<file path="config.mk">
export PLATFORM = sky130hd
export DESIGN_NAME = cascaded_prescaled_timer_bank
export DESIGN_NICKNAME = d
export VERILOG_FILES = /design/src/sv/cpt_pkg.sv /design/src/sv/cpt_cell.sv /design/src/sv/cpt_outbuf.sv /design/src/sv/cascaded_prescaled_timer_bank.sv
export SDC_FILE = /design/constraint.sdc
export NUM_CORES = 1
export LEC_CHECK = 0
export BUFFER_PORTS_ARGS = -buffer_cell sky130_fd_sc_hd__buf_2
export CAP_MARGIN = 20
export CORE_MARGIN = 2
export CORE_UTILIZATION = 50
export DETAILED_ROUTE_END_ITERATION = 10
export PLACE_DENSITY = 0.68
export SKIP_LAST_GASP = 1
export SLEW_MARGIN = 10
export SYNTH_ARGS = -nofsm -noshare
export SYNTH_HDL_FRONTEND = slang
export SYNTH_SLANG_ARGS = --single-unit
</file>
<file path="constraint.sdc">
create_clock -name clk -period 3.9 [get_ports clk]
set_input_delay 0.585 -clock clk [delete_from_list [all_inputs] [get_ports clk]]
set_output_delay 0.585 -clock clk [all_outputs]
set_load 0.05 [all_outputs]
</file>
<file path="src/sv/cpt_pkg.sv">
`default_nettype none
package cpt_pkg;

	// Bank geometry and field widths.
	localparam int NUM_TIMERS = 4;
	localparam int CNT_W = 16;
	localparam int CYC_W = 11;
	localparam int MASK_W = 4;

	// Command codes.
	localparam logic [2:0] CMD_TICK = 3'd0;
	localparam logic [2:0] CMD_WR_CTL = 3'd1;
	localparam logic [2:0] CMD_WR_RLD = 3'd2;
	localparam logic [2:0] CMD_RD_CNT = 3'd3;
	localparam logic [2:0] CMD_RD_CTL = 3'd4;
	localparam logic [2:0] CMD_FORCE = 3'd5;

	// Control word bit positions.
	localparam int CTL_CASCADE = 2;
	localparam int CTL_IRQ = 6;
	localparam int CTL_ENABLE = 7;

	// Decoded command, already gated by the input handshake.
	typedef struct packed {
		logic tick;
		logic wr_ctl;
		logic wr_rld;
		logic frc_ovf;
	} cpt_cmd_t;

	// What each cell shows to the top level and to its upper neighbor.
	typedef struct packed {
		logic [CNT_W-1:0] count;
		logic [CNT_W-1:0] control;
		logic ovf;
		logic irq;
	} cpt_cell_stat_t;

	// One result item.
	typedef struct packed {
		logic [CNT_W-1:0] read_data;
		logic [MASK_W-1:0] overflow_mask;
		logic [MASK_W-1:0] irq_mask;
	} cpt_res_t;

	// Prescale period in cycles for a select code.
	function automatic logic [CYC_W-1:0] period(input logic [1:0] sel);
		logic [CYC_W-1:0] p;
		case (sel)
			2'd0: p = CYC_W'(1);
			2'd1: p = CYC_W'(64);
			2'd2: p = CYC_W'(256);
			default: p = CYC_W'(1024);
		endcase
		return p;
	endfunction

endpackage
`default_nettype wire

</file>
<file path="src/sv/cpt_cell.sv">
`default_nettype none
module cpt_cell
	import cpt_pkg::*;
(
	input wire logic clk,
	input wire logic arst_n,
	input wire cpt_cmd_t cmd,
	input wire logic sel,
	input wire logic cascade_ok,
	input wire logic [CNT_W-1:0] write_data,
	input wire logic carry_in,
	output cpt_cell_stat_t stat
);

	logic [CNT_W-1:0] count_q, count_d;
	logic [CNT_W-1:0] reload_q, reload_d;
	logic [CNT_W-1:0] control_q, control_d;
	logic [CYC_W-1:0] cycles_q, cycles_d;
	logic running, casc, free_run, inc, frc, ovf;

	// The control word keeps every written bit; the cascade bit only acts where allowed.
	assign running = control_q[CTL_ENABLE];
	assign casc = control_q[CTL_CASCADE] && cascade_ok;
	assign free_run = running && !casc;

	// Counting, overflow and register writes for this timer.
	always_comb begin
		inc = (cmd.tick && free_run && (cycles_q <= CYC_W'(1)))
			|| (carry_in && running && casc);
		frc = cmd.frc_ovf && sel && running;
		ovf = frc || (inc && (count_q == {CNT_W{1'b1}}));

		count_d = count_q;
		reload_d = reload_q;
		control_d = control_q;
		cycles_d = cycles_q;

		if (ovf) begin
			count_d = reload_q;
		end else if (inc) begin
			count_d = count_q + CNT_W'(1);
		end

		if (cmd.tick && free_run) begin
			if (cycles_q <= CYC_W'(1)) begin
				cycles_d = period(control_q[1:0]);
			end else begin
				cycles_d = cycles_q - CYC_W'(1);
			end
		end

		if (sel && cmd.wr_ctl) begin
			control_d = write_data;
			if (write_data[CTL_ENABLE] && !running) begin
				count_d = reload_q;
				cycles_d = period(write_data[1:0]);
			end else if (!write_data[CTL_ENABLE] && running) begin
				cycles_d = '0;
			end
		end

		if (sel && cmd.wr_rld) begin
			reload_d = write_data;
			if (!running) begin
				count_d = write_data;
			end
		end
	end

	// Timer state registers.
	always_ff @(posedge clk or negedge arst_n) begin
		if (!arst_n) begin
			count_q <= '0;
			reload_q <= '0;
			control_q <= '0;
			cycles_q <= '0;
		end else begin
			count_q <= count_d;
			reload_q <= reload_d;
			control_q <= control_d;
			cycles_q <= cycles_d;
		end
	end

	// Status toward the top level and the next cell.
	always_comb begin
		stat.count = count_q;
		stat.control = control_q;
		stat.ovf = ovf;
		stat.irq = ovf && control_q[CTL_IRQ];
	end

`ifndef ASSERT_OFF
	a_ovf_running: assert property (@(posedge clk) disable iff (!arst_n)
		ovf |-> running)
		else $error("stopped timer overflowed");
	a_stop_clears: assert property (@(posedge clk) disable iff (!arst_n)
		(sel && cmd.wr_ctl && !write_data[CTL_ENABLE]) |=> (cycles_q == '0))
		else $error("stopping a timer left its prescale count");
`endif

endmodule
`default_nettype wire

</file>
<file path="src/sv/cpt_outbuf.sv">
`default_nettype none
module cpt_outbuf
	import cpt_pkg::*;
(
	input wire logic clk,
	input wire logic arst_n,
	input wire logic in_valid,
	output logic in_stall,
	input wire cpt_res_t in_res,
	output logic out_valid,
	input wire logic out_stall,
	output cpt_res_t out_res
);

	logic out_valid_q, skid_valid_q;
	cpt_res_t out_q, skid_q;
	logic acc, out_free;

	assign in_stall = skid_valid_q;
	assign acc = in_valid && !skid_valid_q;
	assign out_free = !out_valid_q || !out_stall;
	assign out_valid = out_valid_q;
	assign out_res = out_q;

	// Control: output register backed by one skid entry.
	always_ff @(posedge clk or negedge arst_n) begin
		if (!arst_n) begin
			out_valid_q <= 1'b0;
			skid_valid_q <= 1'b0;
		end else if (out_free) begin
			out_valid_q <= skid_valid_q || acc;
			skid_valid_q <= 1'b0;
		end else if (acc) begin
			skid_valid_q <= 1'b1;
		end
	end

	// Payload.
	always_ff @(posedge clk) begin
		if (out_free) begin
			if (skid_valid_q) begin
				out_q <= skid_q;
			end else if (acc) begin
				out_q <= in_res;
			end
		end else if (acc) begin
			skid_q <= in_res;
		end
	end

`ifndef ASSERT_OFF
	a_skid_behind_out: assert property (@(posedge clk) disable iff (!arst_n)
		skid_valid_q |-> out_valid_q)
		else $error("skid entry full while output register empty");
	a_skid_fill: assert property (@(posedge clk) disable iff (!arst_n)
		(acc && out_valid_q && out_stall) |=> (skid_valid_q && out_valid_q))
		else $error("item taken under stall was not held");
`endif

endmodule
`default_nettype wire

</file>
<file path="src/sv/cascaded_prescaled_timer_bank.sv">
`default_nettype none
// Bank of cascadable 16-bit timers, one cell per timer, overflow carried cell to cell.
// Latency: the result of an item is registered before it appears at the outputs.
// Throughput: one item per cycle; the output register and one skid entry hold results
// while the output is stalled, so input stalls only when both are full.
// Reset: arst_n clears all counters, reload values, control words and prescalers at once.
module cascaded_prescaled_timer_bank
	import cpt_pkg::*;
(
	input wire logic clk,
	input wire logic arst_n,
	input wire logic in_valid,
	output logic in_stall,
	input wire logic [2:0] command,
	input wire logic [1:0] timer_index,
	input wire logic [15:0] write_data,
	output logic out_valid,
	input wire logic out_stall,
	output logic [15:0] read_data,
	output logic [3:0] overflow_mask,
	output logic [3:0] irq_mask
);

	logic accept;
	cpt_cmd_t cmd;
	cpt_cell_stat_t stat [NUM_TIMERS];
	logic [NUM_TIMERS-1:0] sel;
	logic [CNT_W-1:0] rd_data;
	logic [MASK_W-1:0] ovf_vec, irq_vec;
	cpt_res_t res, res_out;

	assign accept = in_valid && !in_stall;

	// Command decode, gated by the input handshake.
	always_comb begin
		cmd = '0;
		if (accept) begin
			unique case (command)
				CMD_TICK: cmd.tick = 1'b1;
				CMD_WR_CTL: cmd.wr_ctl = 1'b1;
				CMD_WR_RLD: cmd.wr_rld = 1'b1;
				CMD_FORCE: cmd.frc_ovf = 1'b1;
				default: cmd = '0;
			endcase
		end
	end

	// Row of timer cells; each overflow below the top cell feeds the cell above.
	for (genvar i = 0; i < NUM_TIMERS; i++) begin : g_cell
		assign sel[i] = (int'(timer_index) == i);
		if (i == 0) begin : g_first
			cpt_cell u_cell (
				.clk(clk),
				.arst_n(arst_n),
				.cmd(cmd),
				.sel(sel[i]),
				.cascade_ok(1'b0),
				.write_data(write_data),
				.carry_in(1'b0),
				.stat(stat[i])
			);
		end else begin : g_next
			cpt_cell u_cell (
				.clk(clk),
				.arst_n(arst_n),
				.cmd(cmd),
				.sel(sel[i]),
				.cascade_ok(1'b1),
				.write_data(write_data),
				.carry_in(stat[i-1].ovf),
				.stat(stat[i])
			);
		end
	end

	// Read data selection.
	always_comb begin
		rd_data = '0;
		for (int i = 0; i < NUM_TIMERS; i++) begin
			if (sel[i]) begin
				if (command == CMD_RD_CNT) begin
					rd_data = stat[i].count;
				end else if (command == CMD_RD_CTL) begin
					rd_data = stat[i].control;
				end
			end
		end
	end

	// Overflow and interrupt masks for the low timers.
	for (genvar m = 0; m < MASK_W; m++) begin : g_mask
		if (m < NUM_TIMERS) begin : g_live
			assign ovf_vec[m] = stat[m].ovf;
			assign irq_vec[m] = stat[m].irq;
		end else begin : g_none
			assign ovf_vec[m] = 1'b0;
			assign irq_vec[m] = 1'b0;
		end
	end

	assign res = {rd_data, ovf_vec, irq_vec};

	cpt_outbuf u_outbuf (
		.clk(clk),
		.arst_n(arst_n),
		.in_valid(in_valid),
		.in_stall(in_stall),
		.in_res(res),
		.out_valid(out_valid),
		.out_stall(out_stall),
		.out_res(res_out)
	);

	assign read_data = res_out.read_data;
	assign overflow_mask = res_out.overflow_mask;
	assign irq_mask = res_out.irq_mask;

`ifndef ASSERT_OFF
	a_irq_subset: assert property (@(posedge clk) disable iff (!arst_n)
		out_valid |-> ((irq_mask & ~overflow_mask) == 4'd0))
		else $error("interrupt without overflow");
	a_read_only_data: assert property (@(posedge clk) disable iff (!arst_n)
		(accept && command != CMD_RD_CNT && command != CMD_RD_CTL)
		|-> (res.read_data == '0))
		else $error("read data on a non-read item");
`endif

endmodule
`default_nettype wire
</file>
* After elaboration in Yosys (flattened, before gate mapping)
Index checks and enable logic that the tools add are counted.
Widths: inputs -> output; s select.
** Cells by class
- Add/subtract/negate cells :: 8
- $lt $le $gt $ge :: 4
- Equality and inequality tests :: 22
- Multiplexer cells :: 70
- Bitwise logic cells :: 1
- Reduce and logical (&&, ||, !) cells :: 81
** Operators with widths (count)
- $mux 16 :: 36
- $mux 11 :: 20
- $pmux 11 s3 :: 5
- $add 16x1->16 const B :: 4
- $eq 16x16->1 const B :: 4
- $logic_and 1x1->1 :: 50
- $mux 24 :: 2
- $le 11x1->1 const B :: 4
- $sub 11x1->11 const B :: 4
- $eq 2x2->1 const B :: 7
- $eq 2x1->1 const B :: 6
- $logic_not 2->1 :: 6
- $logic_not 1->1 :: 11
- $logic_or 1x1->1 :: 9
- $eq 3x2->1 const B :: 2
- $eq 3x3->1 const B :: 2
- $mux 1 :: 6
- $mux 4 :: 1
- $reduce_and 2->1 :: 2
- $reduce_bool 2->1 :: 2
- $eq 3x1->1 const B :: 1
- $logic_not 3->1 :: 1
- $not 1->1 :: 1
** Word-level totals
- Flip-flop bits (word level) :: 286
- Input port bits :: 25
- Output and inout bits :: 26

* Depth between registers and ports, before layout
Gate-level depths: netlist of the first run.
- Depth after elaboration :: 27
- Gate-level depth with buffers :: 11
- Mapped depth without buffers :: 10

* Cells and area by module
Synthesis of the first run repeated with hierarchy kept, for this count alone.
** Second synthesis, totals
- Cell total of the unflattened synthesis :: 1445
- Area total of the unflattened synthesis :: 15803.9 sq um
** By module, submodules not included
- cpt_cell (g_cell[2].g_next.u_cell ...) :: times used 2, cells an instance 283, area each 3234.4 sq um
- cpt_cell (g_cell[0].g_first.u_cell ...) :: times used 2, cells an instance 308, area each 3151.8 sq um
- cpt_outbuf :: times used 1, cells an instance 81, area each 1901.8 sq um
- cascaded_prescaled_timer_bank :: times used 1, cells an instance 182, area each 1129.8 sq um

* Least setup slack after synthesis of the first run
OpenSTA, ideal clock, no wires.
- Kind :: flip-flop to flip-flop
- Start :: register u_outbuf.skid_valid_q (netlist: u_outbuf.in_stall)
- End :: register u_outbuf.skid_q[0] in the netlist's numbering, enable pin
- Arrival :: 2.901 ns
- Required time :: 3.460 ns
- Path slack :: 0.558 ns
- Cell stages (with the launch flop) :: 4
- Cell sequence :: dfrtp_1 -> buf_2 -> buf_1 -> nor3b_1
** Between the ends
- Word-level cells in the longest chain between the ends :: 3
** Ends and longest elaborated chain
- start, declared :: line cpt_outbuf.sv:15 : logic out_valid_q, skid_valid_q;
- start signal, assigned :: line cpt_outbuf.sv:29 : skid_valid_q <= 1'b0;
- start signal, assigned :: line cpt_outbuf.sv:32 : skid_valid_q <= 1'b0;
- start signal, assigned :: line cpt_outbuf.sv:34 : skid_valid_q <= 1'b1;
- $logic_not 1->1 :: line cpt_outbuf.sv:20 : assign acc = in_valid && !skid_valid_q;
- $logic_and 1x1->1 :: line cpt_outbuf.sv:20
- $reduce_and 2->1 (no line)
- end signal, assigned :: line cpt_outbuf.sv:47 : skid_q <= in_res;
- end, declared :: line cpt_outbuf.sv:16 : cpt_res_t out_q, skid_q;
Every way passes these cells.
A chain may end at the register's enable or synchronous reset.

* Final worst setup path of the first run
- Start :: register g_cell[2].g_next.u_cell.cycles_q[3]
- End :: register g_cell[2].g_next.u_cell.count_q[11]
** Between the ends
- Word-level cells in the longest chain between the ends :: 10
** Ends and longest elaborated chain
- start, declared :: line cpt_cell.sv:18 : logic [CYC_W-1:0] cycles_q, cycles_d;
- start signal, assigned :: line cpt_cell.sv:81 : cycles_q <= cycles_d;
- $le 11x1->1 (*) :: line cpt_cell.sv:28 : inc = (cmd.tick && free_run && (cycles_q <= CYC_W'(1)))
- $logic_and 1x1->1 (*) :: line cpt_cell.sv:28
- $logic_or 1x1->1 (*) :: line cpt_cell.sv:29 : || (carry_in && running && casc);
- $logic_and 1x1->1 (*) :: line cpt_cell.sv:31 : ovf = frc || (inc && (count_q == {CNT_W{1'b1}}));
- $logic_or 1x1->1 (*) :: line cpt_cell.sv:31
- via g_cell[2].g_next.u_cell.ovf :: line cpt_cell.sv:19 : logic running, casc, free_run, inc, frc, ovf;
- $mux 16 (*) :: line cpt_cell.sv:38 : if (ovf) begin
- $mux 16 :: line cpt_cell.sv:54 : if (write_data[CTL_ENABLE] && !running) begin
- $mux 16 (*) :: line cpt_cell.sv:52 : if (sel && cmd.wr_ctl) begin
- $mux 16 :: line cpt_cell.sv:64 : if (!running) begin
- $mux 16 (*) :: line cpt_cell.sv:62 : if (sel && cmd.wr_rld) begin
- via g_cell[2].g_next.u_cell.count_d[11] :: line cpt_cell.sv:15 : logic [CNT_W-1:0] count_q, count_d;
- end signal, assigned :: line cpt_cell.sv:78 : count_q <= count_d;
- end, declared :: line cpt_cell.sv:15
The timed path passes the listed nets; every way through them passes the cells marked *.

==> run metrics, run 1 <==
Async S/R FF share, synth=between 80% and 90%; HP Class=in2async; switching share of power=29.9%; Die X=~180 um; root buffer cell=clkbuf_16; syn avg cell area=around 10 sq um; # fillers=between 2k and 3k; Pint=roughly 6 mW; Ports=51; Worst setup EP type=flop; # rows=63; Synth Register Bits=about 290; via count=between 10k and 15k; clock buffer depth=3; DRT iter0 DRCs=between 1k and 1.5k; DP Area=around 16000 sq um; WHS=-0.00577 ns; commonest non-fill, non-tap cell in the layout=nand2_1; Worst R2R Start=g_cell[2].g_next.u_cell.cycles_q[3]; Final Hold Violating Endpoints=2; critical path startpoint=g_cell[2].g_next.u_cell.cycles_q[3]; Netlist Area Pre-Place=roughly 15000 sq um; GRT Overall Usage=between 20% and 30%; combinational share of power=15.6%; WL per Instance=between 20 and 25 um; initial antenna violation count=0; number of diodes=0; starting density of the core=roughly half; Peak supply drop=320 uV; post-route ant nets=0; gr ovfl total=0; Max Cap Viol=0; final setup violation count=0; CTS Buf Count=30; Worst-path clk slew=around 0.06 ns; Die Y=177 um; failing checks=negative hold slack; critical path class=reg2reg; share of layout cells above drive strength 1=between 10% and 20%; sequential share of the synthesized area=about half; CP arrival=3.74 ns; final wirelength=about 44 mm; Vias/cell=~6.2; Sink Count=286; Psw=about 2.6 mW; fin. max-slew vios=0; outcome=finished with violations; Clock Latency Late Sink=0.58 ns; vias in the first global route=11.6k; wire length of the first global-routing pass=around 67 mm; FF-to-FF path depth=9; Startpoint Class=flop; Final GP Congestion=~0.97; most frequent cells in the layout=285 x nand2_1, 238 x dfrtp_1, 118 x nor2_1, 88 x mux2_2, 75 x o21ai_0; Top FF cell, synth=dfrtp_1; Worst Tran Pin Value=~0.91 ns; design area=roughly 17000 sq um; cts hold-fix bufs=0; Buffers on Ports=50; clock share of power=between 30 and 40%; yosys warns=0; CP Max Fanout=14; Mapped Nets=1567; synthesized instance count=1530; Yosys cell types=78; largest net degree at the start of global routing=95; fin crit period=between 3 and 4 ns; nets=1601; post-CTS resize count=0; Core ar.=~29000 sq um; EDFF count, synth=48; Max H-tree Level=1; pwr dens=511 nW/um^2; Post-CTS Setup Inserts=0; Slew HR=around two fifths; final cycle utilization of the critical path=84.4%; Reg power frac=between 40% and 50%; WP data required=4.35 ns; DP HPWL=30.4 mm; RSZ-0062 raised after global routing=no; Lkg Pwr=a little over 7 nW; drt drc=0; Area Growth Syn to Fin=12.3%; Fmax=0.304 GHz; CTS tree=yes; die area=between 30000 and 40000 sq um; Initial DRT Pass Iterations=6; final setup skew=0.0358 ns; setup TNS=0 ns
[metal layers]
metal  GRT usage [%]  vias up  part of all wire, %  routed length (um)
met1            39.8     5968                   43               18900
met3            4.60      107                  8.4                3650
met4            10.5        0                  3.9                1710
li1                -     5571                    -                   -
met2            42.8      554                   44               19400
met5               0        -                    0                   0
[registers in the layout (all words and copies together), names as in the netlist]
name and cells:
g_cell.g_next.u_cell.control_q 48, g_cell.g_next.u_cell.count_q 48, g_cell.g_next.u_cell.reload_q 48, g_cell.g_next.u_cell.cycles_q 33, u_outbuf.out_res 24, u_outbuf.skid_q 24, g_cell.g_first.u_cell.control_q 16, g_cell.g_first.u_cell.count_q 16
g_cell.g_first.u_cell.reload_q 16, g_cell.g_first.u_cell.cycles_q 11, u_outbuf.in_stall 1, u_outbuf.out_valid 1
[synthesized netlist by cell type (16+ instances only)]
library cell | n | share of area (%)
nand2_1 | 285 | 7.2
dfrtp_1 | 238 | 40
nor2_1 | 119 | 3.0
mux2_2 | 88 | 6.6
o21ai_0 | 75 | 2.5
clkbuf_1 | 73 | 1.8
a21oi_1 | 68 | 2.3
xnor2_1 | 58 | 3.4
a22oi_1 | 51 | 2.6
o22ai_1 | 51 | 2.1
edfxtp_1 | 48 | 9.7
nand3_1 | 33 | 1.1
xor2_1 | 27 | 1.6
nand4_1 | 25 | 1.0
nor3_1 | 22 | 0.74
inv_1 | 20 | 0.50
a221oi_1 | 18 | 1.1
mux2i_1 | 16 | 1.1
[cell type report]
cell class | count | area, sq um | share of cell area, %
sequential | 286 | 7400 | 44.1
multi-input combinational | 1132 | 7110 | 42.4
timing repair buffer | 94 | 623 | 3.72
tap | 390 | 488 | 2.91
clock inverter | 17 | 221 | 1.32
clock buffer | 39 | 846 | 5.05
inverter | 20 | 75.1 | 0.448
[cell families (layout without fill, tap and decap cells)]
family | Yosys count | after routing | share of synthesized area (%)
AND/OR/NAND/NOR | 580 | 580 | 17.8
AO/OA/AOI/OAI | 351 | 351 | 15.9
flip-flops | 286 | 286 | 49.6
buffers and inverters | 112 | 170 | 2.98
multiplexers | 104 | 104 | 7.71
XOR/XNOR | 85 | 85 | 4.99
adder cells (fa/ha/maj) | 12 | 12 | 1.01
[power groups by stage]
stage,combinational (mW),clock (mW),sequential (mW)
6_report,1.33,3.06,4.17
5_1_grt,1.48,3.22,4.23
4_1_cts,1.33,3.09,4.15
3_5_place_dp,1.31,0,4.20
3_3_place_gp,1.27,0,4.18
2_1_floorplan,0.907,0,4.06
[path summary, 6_finish.rpt]
path / slack (ns) / endpoint
min: -0.006 / g_cell[2].g_next.u_cell.cycles_q[4]
min in group clk: 0.29 / u_outbuf.out_valid
max reg2reg: 0.61 / g_cell[2].g_next.u_cell.count_q[11]
min reg2reg: 0.47 / g_cell[0].g_first.u_cell.control_q[12]
max in group asynchronous: 2.95 / g_cell[2].g_next.u_cell.reload_q[5]
max: 0.61 / g_cell[2].g_next.u_cell.count_q[11]
[critical path: stages, from the launching register on]
cell and delay [ns]:
dfrtp_1 0.43, nor4_4 0.56, o2111ai_4 0.36, o22ai_4 0.46, a31oi_1 0.15, nand2_1 0.21, nand2b_1 0.33, buf_4 0.27
or2_2 0.26, o211ai_1 0.14
[metrics by stage]
step | hold slack (ns) | power (mW) | instances | setup WS [ns] | util [%]
floorplan | 0.289 | 4.97 | 1530 | 0.558 | -
global placement | 0.453 | 5.45 | 1921 | 0.658 | 53.2
detailed placement | 0.458 | 5.52 | 1922 | 0.559 | 53.2
CTS | 0.0253 | 8.57 | 1978 | 0.651 | 56.8
global route | 0.0309 | 8.93 | 1978 | 0.455 | 56.8
finish | -0.00577 | 8.57 | 1978 | 0.609 | 56.8
Power figures use the tool's default switching activity.
==> inputs of run 2 (changes only) <==
ABC_AREA = 1   (was default)
clock period = 3.1 ns   (was 3.9 ns; I/O delays follow)
==> run 2 against run 1 <==
Effect of this change:
- the run now ends clean
- register-to-register slack worse by 0.40 ns
- sequential share of layout area down 2.4 points
- fmax up 14%
- clock power up 33%
==> run metrics, run 2 <==
R2R Setup Slk=0.21 ns (-0.40 ns); Synth top cells by count=515 x nand2_1, 264 x o21ai_0, 238 x dfrtp_1; Die X=181 um (+2.3%); Overall Power=13.0 mW (+52%); die area=32700 sq um (+4.7%); Startpoint Class=flop; Clock Latency Late Sink=0.58 ns (about the same); Synth Register Bits=286 (unchanged); Core ar.=30700 sq um (+4.0%); Mapped Nets=2025 (+29%); CP bufs+invs=3 (+2); vias in the first global route=13.5k (+16%); final wirelength=48.5 mm (+11%); EDFF count, synth=48 (unchanged); fin. max-slew vios=0 (unchanged); CTS Buf Count=31 (+3.3%); Async S/R FF share, synth=83.2% (unchanged); DP HPWL=34.8 mm (+14%); final setup skew=0.00990 ns (-0.0259 ns); CP arrival=3.21 ns (-0.53 ns); syn avg cell area=7.87 sq um (-19%); Worst setup EP type=flop; Post-CTS Setup Inserts=0 (unchanged); DRT iter0 DRCs=1519 (+19%); pwr dens=734 nW/um^2 (+44%); fin crit period=2.89 ns (-0.405 ns); Buffers on Ports=50 (unchanged); Pint=8.38 mW (+40%); placed insts=2418 (+26%); post-route ant nets=0 (unchanged); combinational share of power=26.1% (+11 points); largest net degree at the start of global routing=87 (-8.4%); CTS tree=yes; starting density of the core=51.0% (+0.39 points); most frequent cells in the layout=514 x nand2_1, 263 x o21ai_0, 238 x dfrtp_1, 203 x inv_1, 187 x nor2_1; Sink Count=286 (unchanged); nets=2093 (+31%); critical path's slowest cell=o21ai_1; share of layout cells above drive strength 1=10.7% (-5.8 points); Max H-tree Level=1 (unchanged); # rows=64 (+1.6%); WP data required=3.43 ns (-0.92 ns); Lkg Pwr=8.14 nW (+15%); final setup violation count=0 (unchanged); Area Growth Syn to Fin=13.2%; Die Y=181 um (+2.3%); commonest non-fill, non-tap cell in the layout=nand2_1; outcome=finished clean; wire length of the first global-routing pass=75.7 mm (+13%); drt drc=0 (unchanged); clock buffer depth=3 (unchanged); via count=14.4k (+18%); RSZ-0062 raised after global routing=yes; Final Hold Violating Endpoints=0 (-2); Place WS=-0.0424 ns (-0.601 ns); synthesized instance count=1988 (+30%); number of diodes=0 (unchanged); Top FF cell, synth=dfrtp_1; Yosys cell types=56 (-28%); # fillers=2856 (+11%); Netlist Area Pre-Place=15600 sq um (+4.8%); WL per Instance=19.6 um (-11%); sequential share of the synthesized area=47.3% (-2.3 points); Crit path largest cell delay=0.41 ns (-0.15 ns); top flop regs=g_cell.g_next.u_cell.control_q (48), g_cell.g_next.u_cell.count_q (48), g_cell.g_next.u_cell.reload_q (48); Initial DRT Pass Iterations=8 (+2); root buffer cell=clkbuf_16; Non-Filler Instances=2477 (+25%); Peak supply drop=516 uV (+61%); Area contributors post-synth=dfrtp_1 38%, nand2_1 12%, edfxtp_1 9.2%; CP Max Fanout=19 (+5); fin util=57.7% (+0.89 points); setup TNS=0 ns (unchanged); critical path class=reg2reg; switching share of power=35.5% (+5.5 points); Worst Tran Pin Value=0.950 ns (+0.0365 ns); Reg power frac=42.5% (-6.2 points); final cycle utilization of the critical path=93.1% (+8.7 points); Vias/cell=5.80 (-6.0%); Synth top area share=38.1% (-1.8 points); gr ovfl total=0 (unchanged); worst setup margin=0.214 ns (-0.395 ns); Psw=4.61 mW (+80%); critical-path cell list=ha_1, inv_1, nor2_1, nand3_1, nor2_2, nand3_2, nand2_4, nand2_2, nand2_4, nand2_4, nand2_8, nand2_4, nand2_2, nand2_2, nand2_2, buf_6, inv_2, o21ai_1; GRT Overall Usage=29.5% (+1.6 points); Slew HR=36.4% (-2.5 points); clock share of power=31.4% (-4.3 points); leading area contributor after synthesis=dfrtp_1; Fmax=0.346 GHz (+14%); HP Class=in2reg; count leader, synth=nand2_1; Ports=51 (unchanged); Max Cap Viol=0 (unchanged); initial antenna violation count=1 (+1); Top Family by Delay on Critical Path=simple AND/OR/NAND/NOR gates; Final GP Congestion=0.971 (about the same); Worst-path clk slew=0.06 ns (about the same); yosys warns=0 (unchanged)
run 2: logic make-up after synthesis:
group / Yosys count / share of synthesized area [%]
and+or+nand+nor: 881 / 24.2
DFF: 286 / 47.3
AOI/OAI and AO/OA: 458 / 16.7
adders and majority gates: 12 / 0.960
buffers and inverters: 292 / 7.54
xor gates and xnor gates: 59 / 3.30
run 2: stage by stage:
step	instance area [sq um]	hold slack [ns]
after floorplan	15600	0.169
after global placement	16500	0.462
after detailed placement	16500	0.473
after CTS	17700	0.134
after global routing	17700	0.168
final	17700	0.148
run 2: power groups by stage:
stage	Combinational [mW]	Clock (mW)	Sequential [mW]
2_1_floorplan	2.34	0	5.46
3_3_place_gp	3.23	0	5.53
3_5_place_dp	3.32	0	5.55
4_1_cts	3.35	4.11	5.50
5_1_grt	3.83	4.26	5.63
6_report	3.39	4.08	5.52
run 2: path summary, 6_finish.rpt:
path,startpoint,end,cells past startpoint
max in group asynchronous,arst_n,g_cell[2].g_next.u_cell.control_q[14],3
worst max register to register,g_cell[0].g_first.u_cell.count_q[0],u_outbuf.out_res[2],18
min in group asynchronous,arst_n,g_cell[2].g_next.u_cell.cycles_q[4],2
worst max-delay path,g_cell[0].g_first.u_cell.count_q[0],u_outbuf.out_res[2],18
worst min register to register,g_cell[1].g_next.u_cell.control_q[8],g_cell[1].g_next.u_cell.control_q[8],2
worst min-delay path,write_data[15],g_cell[3].g_next.u_cell.reload_q[15],3
run 2: timing repair:
item / CTS / global route
resized for setup: 0 / 11
hold endpoints to repair: 82 / 0
hold buffers: 1 / 0
endpoints found under the setup margin: 0 / 24
run 2: routing by layer:
| metal | wire length (um) | vias to the layer above | part of all wire [%] | GRT usage (%) |
|---|---|---|---|---|
| li1 | - | 6749 | - | - |
| met1 | 20600 | 6748 | 43 | 40.9 |
| met2 | 20500 | 724 | 42 | 43.5 |
| met3 | 4850 | 145 | 10 | 7.12 |
| met4 | 2580 | 0 | 5.3 | 13.9 |
| met5 | 0 | - | 0 | 0 |
run 2: final cells by class:
| class | instances | area (sq um) | area share (%) |
|---|---|---|---|
| well taps | 396 | 495 | 2.80 |
| clock inverters | 20 | 273 | 1.54 |
| inverters | 216 | 826 | 4.66 |
| repair buffers | 111 | 762 | 4.30 |
| multi-input cells | 1410 | 7100 | 40.1 |
| flip-flops and latches | 286 | 7400 | 41.8 |
| clock buffers | 38 | 853 | 4.82 |
run 2: worst min-delay path, stage by stage:
cell     delay (ns)
buf_2          0.11
nand2_1        0.05
o21ai_0        0.06
==> inputs of run 3 (changes only) <==
CTS_BUF_LIST = sky130_fd_sc_hd__clkbuf_4 sky130_fd_sc_hd__clkbuf_8 sky130_fd_sc_hd__clkbuf_16   (was default)
PLACE_DENSITY = 0.69   (was 0.68)
==> run 3 against run 2 <==
Effect of this change:
- clock power increased by 5%
- global-route usage is 0.47 points higher
- cell count rose by 0.32%
- register-to-register slack barely moved
- wire length increased by 0.82%
- clock skew is 0.0035 ns higher
==> run metrics, run 3 (synthesis gave the netlist of run 2 again) <==
initial antenna violation count=0 (-1); clock buffer depth=3 (unchanged); via count=14.3k (-0.70%); starting density of the core=51.0% (unchanged); setup TNS=0 ns (unchanged); share of layout cells above drive strength 1=11.1% (+0.44 points); fin. max-slew vios=0 (unchanged); Slew HR=27.4% (-9.0 points); Vias/cell=5.74 (-1.0%); gr ovfl total=0 (unchanged); Ports=51 (unchanged); top flop regs=g_cell.g_next.u_cell.control_q (48), g_cell.g_next.u_cell.count_q (48), g_cell.g_next.u_cell.reload_q (48); critical path class=reg2reg; Final Hold Violating Endpoints=0 (unchanged); fin crit period=2.87 ns (-0.0119 ns); WP data required=3.54 ns (+0.11 ns); DRT iter0 DRCs=1576 (+3.8%); CP Max Fanout=18 (-1); Max Cap Viol=0 (unchanged); final setup skew=0.0134 ns (+0.00347 ns); commonest non-fill, non-tap cell in the layout=nand2_1; GRT Overall Usage=29.9% (+0.47 points); Buffers on Ports=50 (unchanged); pwr dens=740 nW/um^2 (+0.87%); Initial DRT Pass Iterations=6 (-2); Clock Latency Late Sink=0.51 ns (-0.07 ns); # rows=64 (unchanged); final wirelength=48.9 mm (+0.82%); CTS Buf Count=34 (+9.7%); nets=2104 (+0.53%); Peak supply drop=372 uV (-28%); DP Area=16600 sq um (+0.11%); Worst-path clk slew=0.06 ns (about the same); Die Y=181 um (unchanged); DP HPWL=35.2 mm (+1.2%); Sink Count=286 (unchanged); CTS tree=yes; root buffer cell=clkbuf_16; vias in the first global route=13.6k (+0.92%); Final GP Congestion=0.965 (-0.63%); wire length of the first global-routing pass=76.7 mm (+1.3%); Area Growth Syn to Fin=14.0%; final setup violation count=0 (unchanged); number of diodes=0 (unchanged); WHS=0.203 ns (+0.0554 ns); drt drc=0 (unchanged); die area=32700 sq um (unchanged); Die X=181 um (unchanged); WL per Instance=19.7 um (+0.50%); design area=17800 sq um (+0.69%); HP Class=in2reg; post-route ant nets=0 (unchanged); CP arrival=3.31 ns (+0.10 ns); outcome=finished clean; Worst Tran Pin Value=1.09 ns (+0.137 ns); most frequent cells in the layout=514 x nand2_1, 264 x o21ai_0, 236 x dfrtp_1, 203 x inv_1, 187 x nor2_1; largest net degree at the start of global routing=67 (-23%); Fmax=0.348 GHz (+0.42%); fin util=58.1% (+0.40 points); Lkg Pwr=8.21 nW (+0.93%); final cycle utilization of the critical path=92.7% (-0.38 points); Max H-tree Level=2 (+1); Startpoint Class=flop; Core ar.=30700 sq um (unchanged); Worst setup EP type=flop
## run 3: cell types whose count changed in the layout (fill, tap and decap cells not counted), moves of 3 or more
cell / change
clkbuf_16: +5
buf_4: +10
clkbuf_4: +7
clkbuf_1: -3
clkinv_2: -6
clkbuf_8: +3
## run 3: stage by stage
step | total power [mW] | cells | setup WS (ns)
2_1_floorplan | 7.80 | 1988 | 0.376
3_3_place_gp | 8.77 | 2422 | 0.0877
3_5_place_dp | 8.88 | 2422 | -0.0326
4_1_cts | 13.2 | 2481 | 0.0331
5_1_grt | 14.0 | 2485 | -0.00669
6_report | 13.2 | 2485 | 0.226
## run 3: final timing paths
kind | cells after the start | end | startpoint | slack [ns]
max | 12 | g_cell[0].g_first.u_cell.count_q[6] | u_outbuf.in_stall | 0.23
min | 3 | g_cell[3].g_next.u_cell.reload_q[15] | write_data[15] | 0.20
max reg2reg | 12 | g_cell[0].g_first.u_cell.count_q[6] | u_outbuf.in_stall | 0.23
min reg2reg | 2 | g_cell[2].g_next.u_cell.control_q[12] | g_cell[2].g_next.u_cell.control_q[12] | 0.49
max in group asynchronous | 3 | g_cell[1].g_next.u_cell.control_q[13] | arst_n | 1.75
min in group asynchronous | 2 | g_cell[3].g_next.u_cell.control_q[1] | arst_n | 0.50
## run 3: repair_timing
item | in CTS | in global routing
endpoints found under the hold margin | 62 | 0
hold buffers | 1 | 0
gates resized for setup | 0 | 9
setup buffers | 0 | 4
setup endpoints to repair | 0 | 16
## run 3: cell type report
type	instances	area, sq um
Clock buffer	50	1060
Clock inverter	8	145
Fill cell	2788	12800
Inverter	216	826
Multi-Input combinational cell	1410	7090
Sequential cell	286	7400
Tap cell	396	495
Timing Repair Buffer	119	806
## run 3: power by group
part / internal, mW / switching, mW
clock: 2.70 / 1.57
combinational: 1.17 / 2.21
sequential: 4.76 / 0.777
total: 8.63 / 4.56
## run 3: critical path: stages (launching register included)
cell and delay [ns]:
dfrtp_1 0.48, clkinv_8 0.15, nand2_2 0.15, nor3_1 0.07
inv_1 0.25, nor2_1 0.10, nand2_1 0.09, nor2_1 0.08
nor2_1 0.39, clkinv_1 0.41, a211oi_1 0.43, a211oi_1 0.09
a21oi_1 0.12
## run 3: per-layer routing
layer  vias to the layer above  wire [um]  track usage [%]
met5                         -          0                0
met4                         0       1910             11.1
met3                        99       4980             7.62
met2                       628      21500             45.6
met1                      6775      20500             41.3
li1                       6763          -                -
